==> src/rtl/fpr_pkg.sv <==
// ----------------------------------------------------------------------------
// Framed packet receiver package
// Shared types, field widths, register indexes and default sizes.
// ----------------------------------------------------------------------------
package fpr_pkg;

	// Default buffer depth in bytes; the top level takes it as a parameter.
	localparam int BUF_DEPTH_DEF = 64;

	// Bytes in one frame: header, body and tail.
	localparam int FRAME_BYTES = 8;

	// Field widths.
	localparam int OP_W      = 2;
	localparam int BYTE_W    = 8;
	localparam int RD_IDX_W  = 6;
	localparam int COUNT_W   = 7;
	localparam int ERR_W     = 5;
	localparam int OVF_W     = 2;
	localparam int BODY_W    = 3;
	localparam int CFG_IDX_W = 2;

	// Stream widths, packed to whole bytes.
	localparam int IN_TDATA_W  = 16;
	localparam int OUT_USED_W  = COUNT_W + 3 + ERR_W + OVF_W + BYTE_W;
	localparam int OUT_TDATA_W = 32;
	localparam int OUT_PAD_W   = OUT_TDATA_W - OUT_USED_W;

	// Body byte count at which the next byte must be the tail.
	localparam logic [BODY_W-1:0] BODY_LAST = BODY_W'(FRAME_BYTES - 2);

	// Reset value of the error limit register.
	localparam logic [ERR_W-1:0] ERR_LIMIT_RST = ERR_W'(20);

	typedef enum logic [OP_W-1:0] {
		OP_BYTE  = 2'd0,
		OP_READ  = 2'd1,
		OP_CLEAR = 2'd2,
		OP_NOP   = 2'd3
	} op_t;

	typedef enum logic [CFG_IDX_W-1:0] {
		CFG_HEADER = 2'd0,
		CFG_TAIL   = 2'd1,
		CFG_LIMIT  = 2'd2,
		CFG_SPARE  = 2'd3
	} cfg_idx_t;

endpackage

==> src/rtl/fpr_ram.sv <==
// ----------------------------------------------------------------------------
// Generic single-port-write RAM
// One write port and one read port with a registered, enabled read.
// ----------------------------------------------------------------------------
module fpr_ram #(
	parameter int WIDTH = 8,
	parameter int DEPTH = 32
) (
	input  logic                     clk,
	input  logic                     we,
	input  logic [$clog2(DEPTH)-1:0] waddr,
	input  logic [WIDTH-1:0]         wdata,
	input  logic                     re,
	input  logic [$clog2(DEPTH)-1:0] raddr,
	output logic [WIDTH-1:0]         rdata
);

	logic [WIDTH-1:0] mem_q [DEPTH];

	always_ff @(posedge clk) begin
		if (we) begin
			mem_q[waddr] <= wdata;
		end
		// The read data holds while re is low.
		if (re) begin
			rdata <= mem_q[raddr];
		end
	end

endmodule

==> src/rtl/framed_packet_receiver.sv <==
// ----------------------------------------------------------------------------
// Framed packet receiver
// Stores received bytes, finds header/tail framed packets and reports status.
// ----------------------------------------------------------------------------
// Path: an accepted request is held in the input stage; its result is then
// registered in the result register. Throughput: one request per cycle while
// m_tready is high, as the single input stage and the result register allow.
// Reset: arst_n clears all status and returns the registers to their defaults
// at once; the buffer needs no clearing pass, as a high-water mark makes
// unwritten entries read as zero.
// ----------------------------------------------------------------------------
module framed_packet_receiver
	import fpr_pkg::*;
#(
	parameter int BUF_DEPTH = BUF_DEPTH_DEF
) (
	input  logic                   clk,
	input  logic                   arst_n,
	// Configuration write port.
	input  logic                   cfg_we,
	input  logic [CFG_IDX_W-1:0]   cfg_index,
	input  logic [BYTE_W-1:0]      cfg_data,
	// Request stream. tdata, lowest bit up: op[1:0], rx_byte[9:2],
	// read_index[15:10].
	input  logic                   s_tvalid,
	output logic                   s_tready,
	input  logic [IN_TDATA_W-1:0]  s_tdata,
	// Result stream. tdata, lowest bit up: byte_count[6:0], packet_ready[7],
	// has_received[8], frame_error[9], error_total[14:10],
	// overflow_total[16:15], read_data[24:17], zero padding[31:25].
	output logic                   m_tvalid,
	input  logic                   m_tready,
	output logic [OUT_TDATA_W-1:0] m_tdata
);

	// AW indexes the buffer; CW holds a count up to the full depth. The buffer
	// is split into an even and an odd bank so that a byte and the zero
	// terminator after it can be written in the same cycle.
	localparam int AW         = $clog2(BUF_DEPTH);
	localparam int CW         = $clog2(BUF_DEPTH + 1);
	localparam int WW         = (CW > RD_IDX_W) ? CW : RD_IDX_W;
	localparam int BANK_DEPTH = 2 ** (AW - 1);
	localparam logic [CW-1:0] DEPTH_C = CW'(BUF_DEPTH);
	localparam logic [CW-1:0] LAST_C  = CW'(BUF_DEPTH - 1);

	// Configuration registers.
	logic [BYTE_W-1:0] header_q;
	logic [BYTE_W-1:0] tail_q;
	logic [ERR_W-1:0]  limit_q;

	// Receiver state. hw_q is the high-water mark: entries at or above it have
	// been zeroed by an overflow and not written since. zero0_q marks entry 0
	// as zeroed by a full reset of the receiver.
	logic [AW-1:0]     fill_q;
	logic [CW-1:0]     hw_q;
	logic              zero0_q;
	logic              ready_q;
	logic              got_q;
	logic              hdr_seen_q;
	logic [BODY_W-1:0] body_q;
	logic [ERR_W-1:0]  fail_q;
	logic [OVF_W-1:0]  ovf_q;

	// Input stage.
	logic              valid_s1;
	op_t               op_s1;
	logic [BYTE_W-1:0] byte_s1;
	logic [RD_IDX_W-1:0] idx_s1;

	// Result stage.
	logic               valid_s2;
	logic [COUNT_W-1:0] count_s2;
	logic               ready_s2;
	logic               got_s2;
	logic               err_s2;
	logic [ERR_W-1:0]   total_s2;
	logic [OVF_W-1:0]   ovf_s2;
	logic               rhit_s2;
	logic               rodd_s2;

	logic adv;

	// The input stage moves on whenever the result register is free or being
	// emptied this cycle, so a request may be taken in every cycle while m_tready is high.
	assign adv      = valid_s1 && (!valid_s2 || m_tready);
	assign s_tready = !valid_s1 || adv;
	assign m_tvalid = valid_s2;

	// ------------------------------------------------------------------
	// Next-state logic for the request held in the input stage.
	// ------------------------------------------------------------------
	logic [CW-1:0]     fill_ext;
	logic [CW-1:0]     fill_p1;
	logic [CW-1:0]     fill_n;
	logic [CW-1:0]     hw_n;
	logic              zero0_n;
	logic              ready_n;
	logic              got_n;
	logic              hdr_seen_n;
	logic [BODY_W-1:0] body_n;
	logic [ERR_W-1:0]  fail_n;
	logic [OVF_W-1:0]  ovf_n;
	logic              err_n;

	assign fill_ext = CW'(fill_q);
	assign fill_p1  = fill_ext + CW'(1);

	always_comb begin
		fill_n     = fill_ext;
		hw_n       = hw_q;
		zero0_n    = zero0_q;
		ready_n    = ready_q;
		got_n      = got_q;
		hdr_seen_n = hdr_seen_q;
		body_n     = body_q;
		fail_n     = fail_q;
		ovf_n      = ovf_q;
		err_n      = 1'b0;

		case (op_s1)
			OP_BYTE: begin
				// The byte lands at the fill position; the mark only grows when
				// the write is at its edge.
				fill_n = fill_p1;
				got_n  = 1'b1;
				if (fill_ext == hw_q) begin
					hw_n = fill_p1;
				end
				if (fill_q == '0) begin
					zero0_n = 1'b0;
				end

				// Framing is paused while a packet waits to be consumed.
				if (!ready_q) begin
					if (hdr_seen_q) begin
						if (body_q == BODY_LAST) begin
							if (byte_s1 == tail_q) begin
								ready_n = 1'b1;
							end else begin
								err_n   = 1'b1;
								fail_n  = fail_q + ERR_W'(1);
								fill_n  = '0;
								ready_n = 1'b0;
								got_n   = 1'b0;
							end
							hdr_seen_n = 1'b0;
							body_n     = '0;
						end else begin
							body_n = body_q + BODY_W'(1);
						end
					end else if (byte_s1 == header_q) begin
						hdr_seen_n = 1'b1;
					end
				end

				// Too many failed packets: the whole receiver starts over, and of
				// the buffer only entry 0 is cleared.
				if (fail_n >= limit_q) begin
					fail_n     = '0;
					hdr_seen_n = 1'b0;
					body_n     = '0;
					fill_n     = '0;
					ready_n    = 1'b0;
					got_n      = 1'b0;
					ovf_n      = '0;
					zero0_n    = 1'b1;
				end

				// Running past the end of the buffer empties it in one go by
				// dropping the high-water mark to zero.
				if (fill_n > LAST_C) begin
					fill_n = '0;
					ovf_n  = ovf_q + OVF_W'(1);
					hw_n   = '0;
				end
			end
			OP_CLEAR: begin
				fill_n  = '0;
				ready_n = 1'b0;
				got_n   = 1'b0;
			end
			default: begin
				// Reads and the idle code leave the state alone.
			end
		endcase
	end

	// ------------------------------------------------------------------
	// Buffer banks.
	// ------------------------------------------------------------------
	logic              byte_we;
	logic              term_ok;
	logic [AW-2:0]     fill_a;
	logic [AW-2:0]     term_a;
	logic [WW-1:0]     rd_w;
	logic              rd_hit;
	logic              rd_re;
	logic              even_we;
	logic              odd_we;
	logic [AW-2:0]     even_wa;
	logic [AW-2:0]     odd_wa;
	logic [BYTE_W-1:0] even_wd;
	logic [BYTE_W-1:0] odd_wd;
	logic [BYTE_W-1:0] even_rd;
	logic [BYTE_W-1:0] odd_rd;

	assign byte_we = adv && (op_s1 == OP_BYTE);
	// The zero terminator goes one place past the byte when that is inside.
	assign term_ok = fill_p1 < DEPTH_C;
	assign fill_a  = fill_q[AW-1:1];
	assign term_a  = fill_p1[AW-1:1];

	// The byte and its terminator always fall in different banks.
	assign even_we = byte_we && (!fill_q[0] || term_ok);
	assign odd_we  = byte_we && (fill_q[0] || term_ok);
	assign even_wa = fill_q[0] ? term_a : fill_a;
	assign odd_wa  = fill_q[0] ? fill_a : term_a;
	assign even_wd = fill_q[0] ? '0 : byte_s1;
	assign odd_wd  = fill_q[0] ? byte_s1 : '0;

	// A read returns stored data only below the high-water mark and, for
	// entry 0, only if no full reset has cleared it since.
	assign rd_w   = WW'(idx_s1);
	assign rd_hit = (rd_w < WW'(hw_q)) && !((rd_w == '0) && zero0_q);
	assign rd_re  = adv && (op_s1 == OP_READ);

	fpr_ram #(
		.WIDTH (BYTE_W),
		.DEPTH (BANK_DEPTH)
	) u_even_bank (
		.clk   (clk),
		.we    (even_we),
		.waddr (even_wa),
		.wdata (even_wd),
		.re    (rd_re),
		.raddr (rd_w[AW-1:1]),
		.rdata (even_rd)
	);

	fpr_ram #(
		.WIDTH (BYTE_W),
		.DEPTH (BANK_DEPTH)
	) u_odd_bank (
		.clk   (clk),
		.we    (odd_we),
		.waddr (odd_wa),
		.wdata (odd_wd),
		.re    (rd_re),
		.raddr (rd_w[AW-1:1]),
		.rdata (odd_rd)
	);

	// ------------------------------------------------------------------
	// Registers.
	// ------------------------------------------------------------------
	always_ff @(posedge clk or negedge arst_n) begin
		if (!arst_n) begin
			header_q <= '0;
			tail_q   <= '0;
			limit_q  <= ERR_LIMIT_RST;
		end else if (cfg_we) begin
			case (cfg_idx_t'(cfg_index))
				CFG_HEADER: header_q <= cfg_data;
				CFG_TAIL:   tail_q   <= cfg_data;
				CFG_LIMIT:  limit_q  <= cfg_data[ERR_W-1:0];
				default: begin
					// Writes to the spare index are dropped.
				end
			endcase
		end
	end

	always_ff @(posedge clk or negedge arst_n) begin
		if (!arst_n) begin
			fill_q     <= '0;
			hw_q       <= '0;
			zero0_q    <= 1'b0;
			ready_q    <= 1'b0;
			got_q      <= 1'b0;
			hdr_seen_q <= 1'b0;
			body_q     <= '0;
			fail_q     <= '0;
			ovf_q      <= '0;
		end else if (adv) begin
			fill_q     <= fill_n[AW-1:0];
			hw_q       <= hw_n;
			zero0_q    <= zero0_n;
			ready_q    <= ready_n;
			got_q      <= got_n;
			hdr_seen_q <= hdr_seen_n;
			body_q     <= body_n;
			fail_q     <= fail_n;
			ovf_q      <= ovf_n;
		end
	end

	always_ff @(posedge clk or negedge arst_n) begin
		if (!arst_n) begin
			valid_s1 <= 1'b0;
			valid_s2 <= 1'b0;
		end else begin
			if (s_tready) begin
				valid_s1 <= s_tvalid;
			end
			if (adv) begin
				valid_s2 <= 1'b1;
			end else if (m_tready) begin
				valid_s2 <= 1'b0;
			end
		end
	end

	always_ff @(posedge clk) begin
		if (s_tvalid && s_tready) begin
			op_s1   <= op_t'(s_tdata[OP_W-1:0]);
			byte_s1 <= s_tdata[OP_W +: BYTE_W];
			idx_s1  <= s_tdata[OP_W + BYTE_W +: RD_IDX_W];
		end
		if (adv) begin
			count_s2 <= COUNT_W'(fill_n);
			ready_s2 <= ready_n;
			got_s2   <= got_n;
			err_s2   <= err_n;
			total_s2 <= fail_n;
			ovf_s2   <= ovf_n;
			rhit_s2  <= rd_hit && (op_s1 == OP_READ);
			rodd_s2  <= rd_w[0];
		end
	end

	// ------------------------------------------------------------------
	// Result packing. The bank outputs hold while the result waits.
	// ------------------------------------------------------------------
	logic [BYTE_W-1:0] read_data;

	assign read_data = rhit_s2 ? (rodd_s2 ? odd_rd : even_rd) : '0;

	assign m_tdata = {{OUT_PAD_W{1'b0}}, read_data, ovf_s2, total_s2, err_s2,
		got_s2, ready_s2, count_s2};

endmodule
==> config.mk <==
export PLATFORM = sky130hd
export DESIGN_NAME = framed_packet_receiver
export DESIGN_NICKNAME = d
export VERILOG_FILES = /design/src/rtl/fpr_pkg.sv /design/src/rtl/fpr_ram.sv /design/src/rtl/framed_packet_receiver.sv
export SDC_FILE = /design/constraint.sdc
export NUM_CORES = 1
export LEC_CHECK = 0
export BUFFER_PORTS_ARGS = -buffer_cell sky130_fd_sc_hd__buf_2
export CELL_PAD_IN_SITES_DETAIL_PLACEMENT = 1
export CELL_PAD_IN_SITES_GLOBAL_PLACEMENT = 1
export CORE_MARGIN = 10
export CORE_UTILIZATION = 49
export CTS_CLUSTER_SIZE = 12
export DETAILED_ROUTE_END_ITERATION = 8
export PLACE_DENSITY = 0.77
export SETUP_SLACK_MARGIN = 0.4
export SLEW_MARGIN = 30
export SYNTH_ARGS = -nofsm -noshare
export SYNTH_HDL_FRONTEND = slang
export SYNTH_HIERARCHICAL = 1
export SYNTH_SLANG_ARGS = --single-unit
export TNS_END_PERCENT = 100
==> constraint.sdc <==
create_clock -name clk -period 3.1 [get_ports clk]
set_input_delay 0.31 -clock clk [delete_from_list [all_inputs] [get_ports clk]]
set_output_delay 0.31 -clock clk [all_outputs]
set_load 0.005 [all_outputs]
==> Word-level counts from Yosys, hierarchy flattened <==
Memory sizes are Yosys's and may differ from the RTL's. A register that Yosys moved wholly into a read port is not among the register bits.
Index checks and enable logic that the tools add are counted.
{ "classes": {"reduce_logical": 33, "add_sub_neg": 4, "bitwise_logic": 3, "n_eq_ne": 9, "magnitude_cmp": 4, "muxes": 55} }
{ "op_table": {"columns": ["operator", "count"], "rows": [
  ["$mux W7", 9],
  ["$mux W5", 9],
  ["$mux W8", 4],
  ["$mux W1", 23],
  ["$eq A8 B8 Y1", 2],
  ["$pmux W7 S2", 1],
  ["$mux W3", 4],
  ["$logic_and A1 B1 Y1", 9],
  ["$reduce_and A3 Y1", 3],
  ["$reduce_bool A2 Y1", 4],
  ["$add A6 B1 Y7 const B", 1],
  ["$eq A6 B7 Y1", 1],
  ["$gt A7 B6 Y1 const B", 1],
  ["$logic_not A7 Y1", 1],
  ["$lt A6 B7 Y1", 1],
  ["$lt A7 B7 Y1 const B", 1],
  ["$logic_not A6 Y1", 1],
  ["$mux W2", 3],
  ["$reduce_and A2 Y1", 3],
  ["$add A5 B1 Y5 const B", 1],
  ["$ge A5 B5 Y1", 1],
  ["$eq A2 B1 Y1 const B", 2],
  ["$eq A2 B2 Y1 const B", 2],
  ["$logic_not A1 Y1", 4],
  ["10 further kinds", 17]
]} }
{ "totals": {"ramBits": 512, "register_bits": 85, "inputBits": 31, "mem_count": 2, "word_cells": 135, "output_inout_bits": 34} }
{ "memory_table": {"columns": ["memory", "words", "width", "rd", "rd_ports_with_merged_regs", "wr", "line_no", "source"], "rows": [
  ["u_even_bank.mem_q", 32, 8, 1, 1, 1, "fpr_ram.sv:18", "logic [WIDTH-1:0] mem_q [DEPTH];"],
  ["u_odd_bank.mem_q", 32, 8, 1, 1, 1, "fpr_ram.sv:18", null]
]} }

==> Longest topological paths before layout <==
{ "logic_depth": {"depth_word": 12, "depth_mapped": 14, "depth_no_buf": 11} }

==> Modules after synthesis <==
The synthesis kept the hierarchy.
{ "modules_own_cells": {"columns": ["module", "cells_per_inst", "area_per_inst_um2", "seq_area_each_um2", "instances"], "rows": [
  ["fpr_ram", 417, 10133.5, 7927.6, 2],
  ["framed_packet_receiver", 422, 4679.5, 2304.7, 1]
]} }

==> Worst setup path before layout <==
No wires, ideal clock.
{ "synth_timing": {"path_type": "reg2reg", "startpoint": "register byte_s1[7]", "endpoint": "register ovf_s2[1] (data pin)", "n_path_buf": 3, "path_stages_with_launch": 14, "required_time_ps": 2931, "slack_ps": -76, "period_less_slack_ps": 3176, "setup_time_ps": 169, "t_arrival_ps": 3007, "cell_sequence": "edfxtp_1 -> xor2_1 -> nor4_2 -> a21oi_2 -> buf_4 -> buf_6 -> xnor2_1 -> ha_1 -> nor2b_1 -> o21ai_0 -> a31oi_2 -> clkbuf_1 -> o221ai_1 -> o31ai_1"} }
{ "synth_via": {"elab_chain_len": 12, "word_cells_on_any_way": 17, "classes_between": "order compare (2); eq/ne (1); mux (14)"} }
{ "synth_rtl": {"columns": ["item", "line_no", "source"], "rows": [
  ["start, declared", "framed_packet_receiver.sv:67", "logic [BYTE_W-1:0] byte_s1;"],
  ["start signal, assigned", "framed_packet_receiver.sv:316", "byte_s1 <= s_tdata[OP_W +: BYTE_W];"],
  ["$eq A8 B8 Y1 (*)", "framed_packet_receiver.sv:137", "if (byte_s1 == tail_q) begin"],
  ["$mux W5", "framed_packet_receiver.sv:137", null],
  ["$mux W5", "framed_packet_receiver.sv:136", "if (body_q == BODY_LAST) begin"],
  ["$mux W5", "framed_packet_receiver.sv:135", "if (hdr_seen_q) begin"],
  ["$mux W5", "framed_packet_receiver.sv:134", "if (!ready_q) begin"],
  ["$mux W5", "framed_packet_receiver.sv:120", "case (op_s1)"],
  ["$ge A5 B5 Y1", "framed_packet_receiver.sv:158", "if (fail_n >= limit_q) begin"],
  ["$mux W7", "framed_packet_receiver.sv:158", null],
  ["$mux W7", "framed_packet_receiver.sv:120", null],
  ["$gt A7 B6 Y1", "framed_packet_receiver.sv:171", "if (fill_n > LAST_C) begin"],
  ["$mux W2 (*)", "framed_packet_receiver.sv:171", null],
  ["$mux W2 (*)", "framed_packet_receiver.sv:120", null],
  ["named net ovf_n[1]", "framed_packet_receiver.sv:102", "logic [OVF_W-1:0] ovf_n;"],
  ["end signal, assigned", "framed_packet_receiver.sv:325", "ovf_s2 <= ovf_n;"],
  ["end, declared", "framed_packet_receiver.sv:77", "logic [OVF_W-1:0] ovf_s2;"]
]} }
The timed path passes the listed nets; every way through them passes the cells marked *. The select of a mux whose other input is x is not followed.
A chain may end at the register's enable or synchronous reset.

==> Worst setup path after layout <==
{ "layout_timing": {"startpoint": "register byte_s1[1]", "endpoint": "register hw_q[1]"} }
{ "layout_via": {"elab_chain_len": 12, "word_cells_on_any_way": 17, "classes_between": "order compare (2); eq/ne (1); mux (12); reduce/logical (2)"} }
{ "layout_rtl": {"columns": ["item", "line_no", "source"], "rows": [
  ["$eq A8 B8 Y1 (*)", "framed_packet_receiver.sv:137", null],
  ["$mux W5", "framed_packet_receiver.sv:137", null],
  ["$mux W5", "framed_packet_receiver.sv:136", null],
  ["$mux W5", "framed_packet_receiver.sv:135", null],
  ["$mux W5", "framed_packet_receiver.sv:134", null],
  ["$mux W5", "framed_packet_receiver.sv:120", null],
  ["$ge A5 B5 Y1", "framed_packet_receiver.sv:158", null],
  ["$mux W7 (*)", "framed_packet_receiver.sv:158", null],
  ["$mux W7 (*)", "framed_packet_receiver.sv:120", null],
  ["$gt A7 B6 Y1 (*)", "framed_packet_receiver.sv:171", null],
  ["$reduce_bool A2 Y1 (no source line)", null, null],
  ["$reduce_and A3 Y1 (no source line)", null, null],
  ["end signal, assigned", "framed_packet_receiver.sv:286", "hw_q <= hw_n;"],
  ["end, declared", "framed_packet_receiver.sv:55", "logic [CW-1:0] hw_q;"]
]} }
Every way passes the cells marked *; elsewhere a longest branch is shown, timed or not. The select of a mux whose other input is x is not followed.

==> results.ini <==
[cts]
clkLatencyLatePin_ns=0.63
numCtsBuffers=60
cts.clk_slew.worst_paths_ns=0.06
htreeDepth=2
cts.sinks=613
clockBufferDepth=3
cts_tree=done
clockRootBuffer=clkbuf_16

[setup_path]
cp.depth=13
worstSetupPathType=flip-flop to flip-flop
path_cells=xor2_1 -> nor4_2 -> buf_4 -> a21oi_4 -> nand2_1 -> xnor2_1 -> ha_1 -> a21oi_2 -> o21ai_4 -> a31o_4 -> o31ai_4 -> buf_4 -> o2bb2ai_2
cpMaxStageDelayCell=edfxtp_1
end_kind=flip-flop
critPathMaxStageDelay_ns=0.41
crit_buf_inv=2
path_delay_family=compound AO/OA/AOI/OAI gates
cpMostUsedCell=buf_4
worstPathRequired_ns=3.61
reg2reg_depth=13
cp-start-kind=flip-flop
critical_path_arrival_ns=3.49
worstPathMaxFanout=7

[floorplan]
die_area_sq_um=60300
rows=82
pin_count=65
die_w_um=246
initial_core_util_pct=49.6
die_h_um=246
core_area_sq_um=50300

[sta]
hold_viol=0
clock.fmax_mhz=335
finalSetupViolations=0
slew_viol_final=0
worstMarginPinSlew_ns=0.797
fin_crit_sh_pct=96.3
rsz0062_at_grt=true
setup-tns-final_ns=0
fin_worst_skew_ns=0.0289
period_minus_slack_ns=2.98
max_slew_margin_pct=46.9

[drt]
final_antenna_net_count=0
dr_wl_met3_mm=4.48
vias=13200
drc=0
via_per_inst=6.02
wl_met1_mm=24.7
drtIter0Drc=1562
first_pass_iters=7
topRoutingLayerUsed=met4
met2_length_mm=32.5
drt-total-wl_mm=63.3
wl_per_cell_um=28.9

[synthesis]
synth-seq-cells=613
synth_top_cell_by_area=edfxtp_1
synth_area_per_cell_sq_um=19.9
ys.flop_type=edfxtp_1
synth_edf_count=563
seq_area_frac_synth_pct=72.8
async_reset_ff_share_pct=8.16
synth_cells=1256
ys.warnings.count=6
yosys-top-cells-area=edfxtp_1 68%, mux4_2 14%, dfrtp_1 4.8%
synth.distinct_cells=58
synth_top_area_share_pct=67.8
synth_area_sq_um=24900

[grt]
grtUsageTotal_pct=20.9
grt_pass1_vias=14100
grt.overflow.total=0
antenna_found_initial=2
grt_pass1_wl_mm=94.1
grt_max_degree=44

[power_and_ir_drop]
peakVddDrop_v=0.000524
power_density_nw_per_um2=626
leakagePower_nw=9.99
power_mw=18.5

[place]
numPortBuffers=57
routabilityCongestion=0.805
dp_hpwl_mm=39.3

[layout]
layout-drive-gt1-share_pct=37.0
syn_to_final_growth_pct=18.1
final_nets=1522
layout_commonest_cell=edfxtp_1
final_cell_mix=563 x edfxtp_1, 160 x mux4_2, 117 x buf_4
multi_input_area_sq_um=6830
regArea_sq_um=18200
fillCellCount=4382

[status]
status=finished clean

[min_path]
worstHoldPathCells=4
min_path_type=input port to flip-flop

[job]
maxCapViolCount=0

## repair_timing
item                       4_1_cts  5_1_grt
pin swaps                       26       14
hold buffers                    26        0
cloned                           1        1
setup buffers                   11        8
hold endpoints to repair        68        0
setup endpoints to repair      248      149
resized for setup               57       19
## cell families (layout without fill, tap and decap cells)
group | count (synthesis) | in the layout | synth area share, %
DFF | 613 | 613 | 72.8
and+or+nand+nor | 217 | 217 | 4.45
muxes | 208 | 208 | 16.6
buffers and inverters | 93 | 344 | 1.93
AOI/OAI and AO/OA | 78 | 79 | 2.42
xor gates and xnor gates | 32 | 32 | 1.12
adders and majority gates | 14 | 14 | 0.702
other | 1 | 9 | 0.0150
## cell usage after synthesis, drive strengths merged, types with 4 or more instances
library cell and count:
a32o 9, nand2 33, nand2b 6, nor2b 19, a21o 6, buf 47, nor3 7, xnor2 15
clkbuf 25, ha 14, nand3b 12, o21ai 16, mux4 160, inv 21, o2bb2ai 4, a41oi 4
xor2 17, mux2i 9, dfrtp 48, nand3 19, a22o 7, nor2 79, mux2 39, nand4 4
and2 10, or3b 6, edfxtp 563, a21oi 13, nor4 7, and3 4
## routing by layer
metal / vias to the layer above / global-route usage (%)
li1: 5513 / -
met1: 7005 / 27.4
met2: 556 / 34.8
met3: 102 / 4.59
met4: 0 / 6.10
met5: - / 0
## per-stage QoR
step,utilization [%],hold WS [ns],worst slack (ns),instances,instance area [sq um]
after floorplan,-,0.0144,0.133,1263,25200
after global placement,53.5,0.418,0.207,2040,26900
after detailed placement,53.5,0.427,0.0906,2040,26900
after CTS,58.2,0.0106,0.192,2178,29300
after global routing,58.6,0.0797,0.00294,2187,29500
final,58.6,0.0543,0.116,2188,29500
## sequential cells by signal, indices dropped and copies added (netlist names), 6 cells and up
name and cells:
fill_q 6, idx_s1 6, u_odd_bank/mem_q 256, u_odd_bank/rdata 8
u_even_bank/mem_q 256, header_q 8, count_s2 7, hw_q 7
byte_s1 8, u_even_bank/rdata 8, tail_q 8
## worst paths after layout
kind                            start    endpoint  slack [ns]
max                        byte_s1[1]     hw_q[1]        0.12
min                          m_tready    valid_s1        0.05
max reg2reg                byte_s1[1]     hw_q[1]        0.12
min reg2reg                limit_q[3]  limit_q[3]        0.51
max in group asynchronous      arst_n    m_tvalid        2.02
min in group asynchronous      arst_n   fail_q[2]        0.32
## tightest hold or removal path: cells and delay by family
family | cells | cell delay (ns)
and+or+nand+nor | 3 | 0.23
buffers and inverters | 1 | 0.09
## power by group
part,switching [mW],internal [mW]
Combinational,1.28,0.863
Clock,2.94,3.74
Sequential,0.133,9.50
Total,4.36,14.1
## area by class of cell
class / count / share of cell area [%]
repair buffers: 223 / 6.16
flip-flops and latches: 613 / 61.6
inverters: 21 / 0.267
well taps: 672 / 2.85
diodes: 1 / 0.00849
clock inverters: 12 / 0.301
multi-input cells: 558 / 23.2
clock buffers: 88 / 5.63
Power figures use the tool's default switching activity.
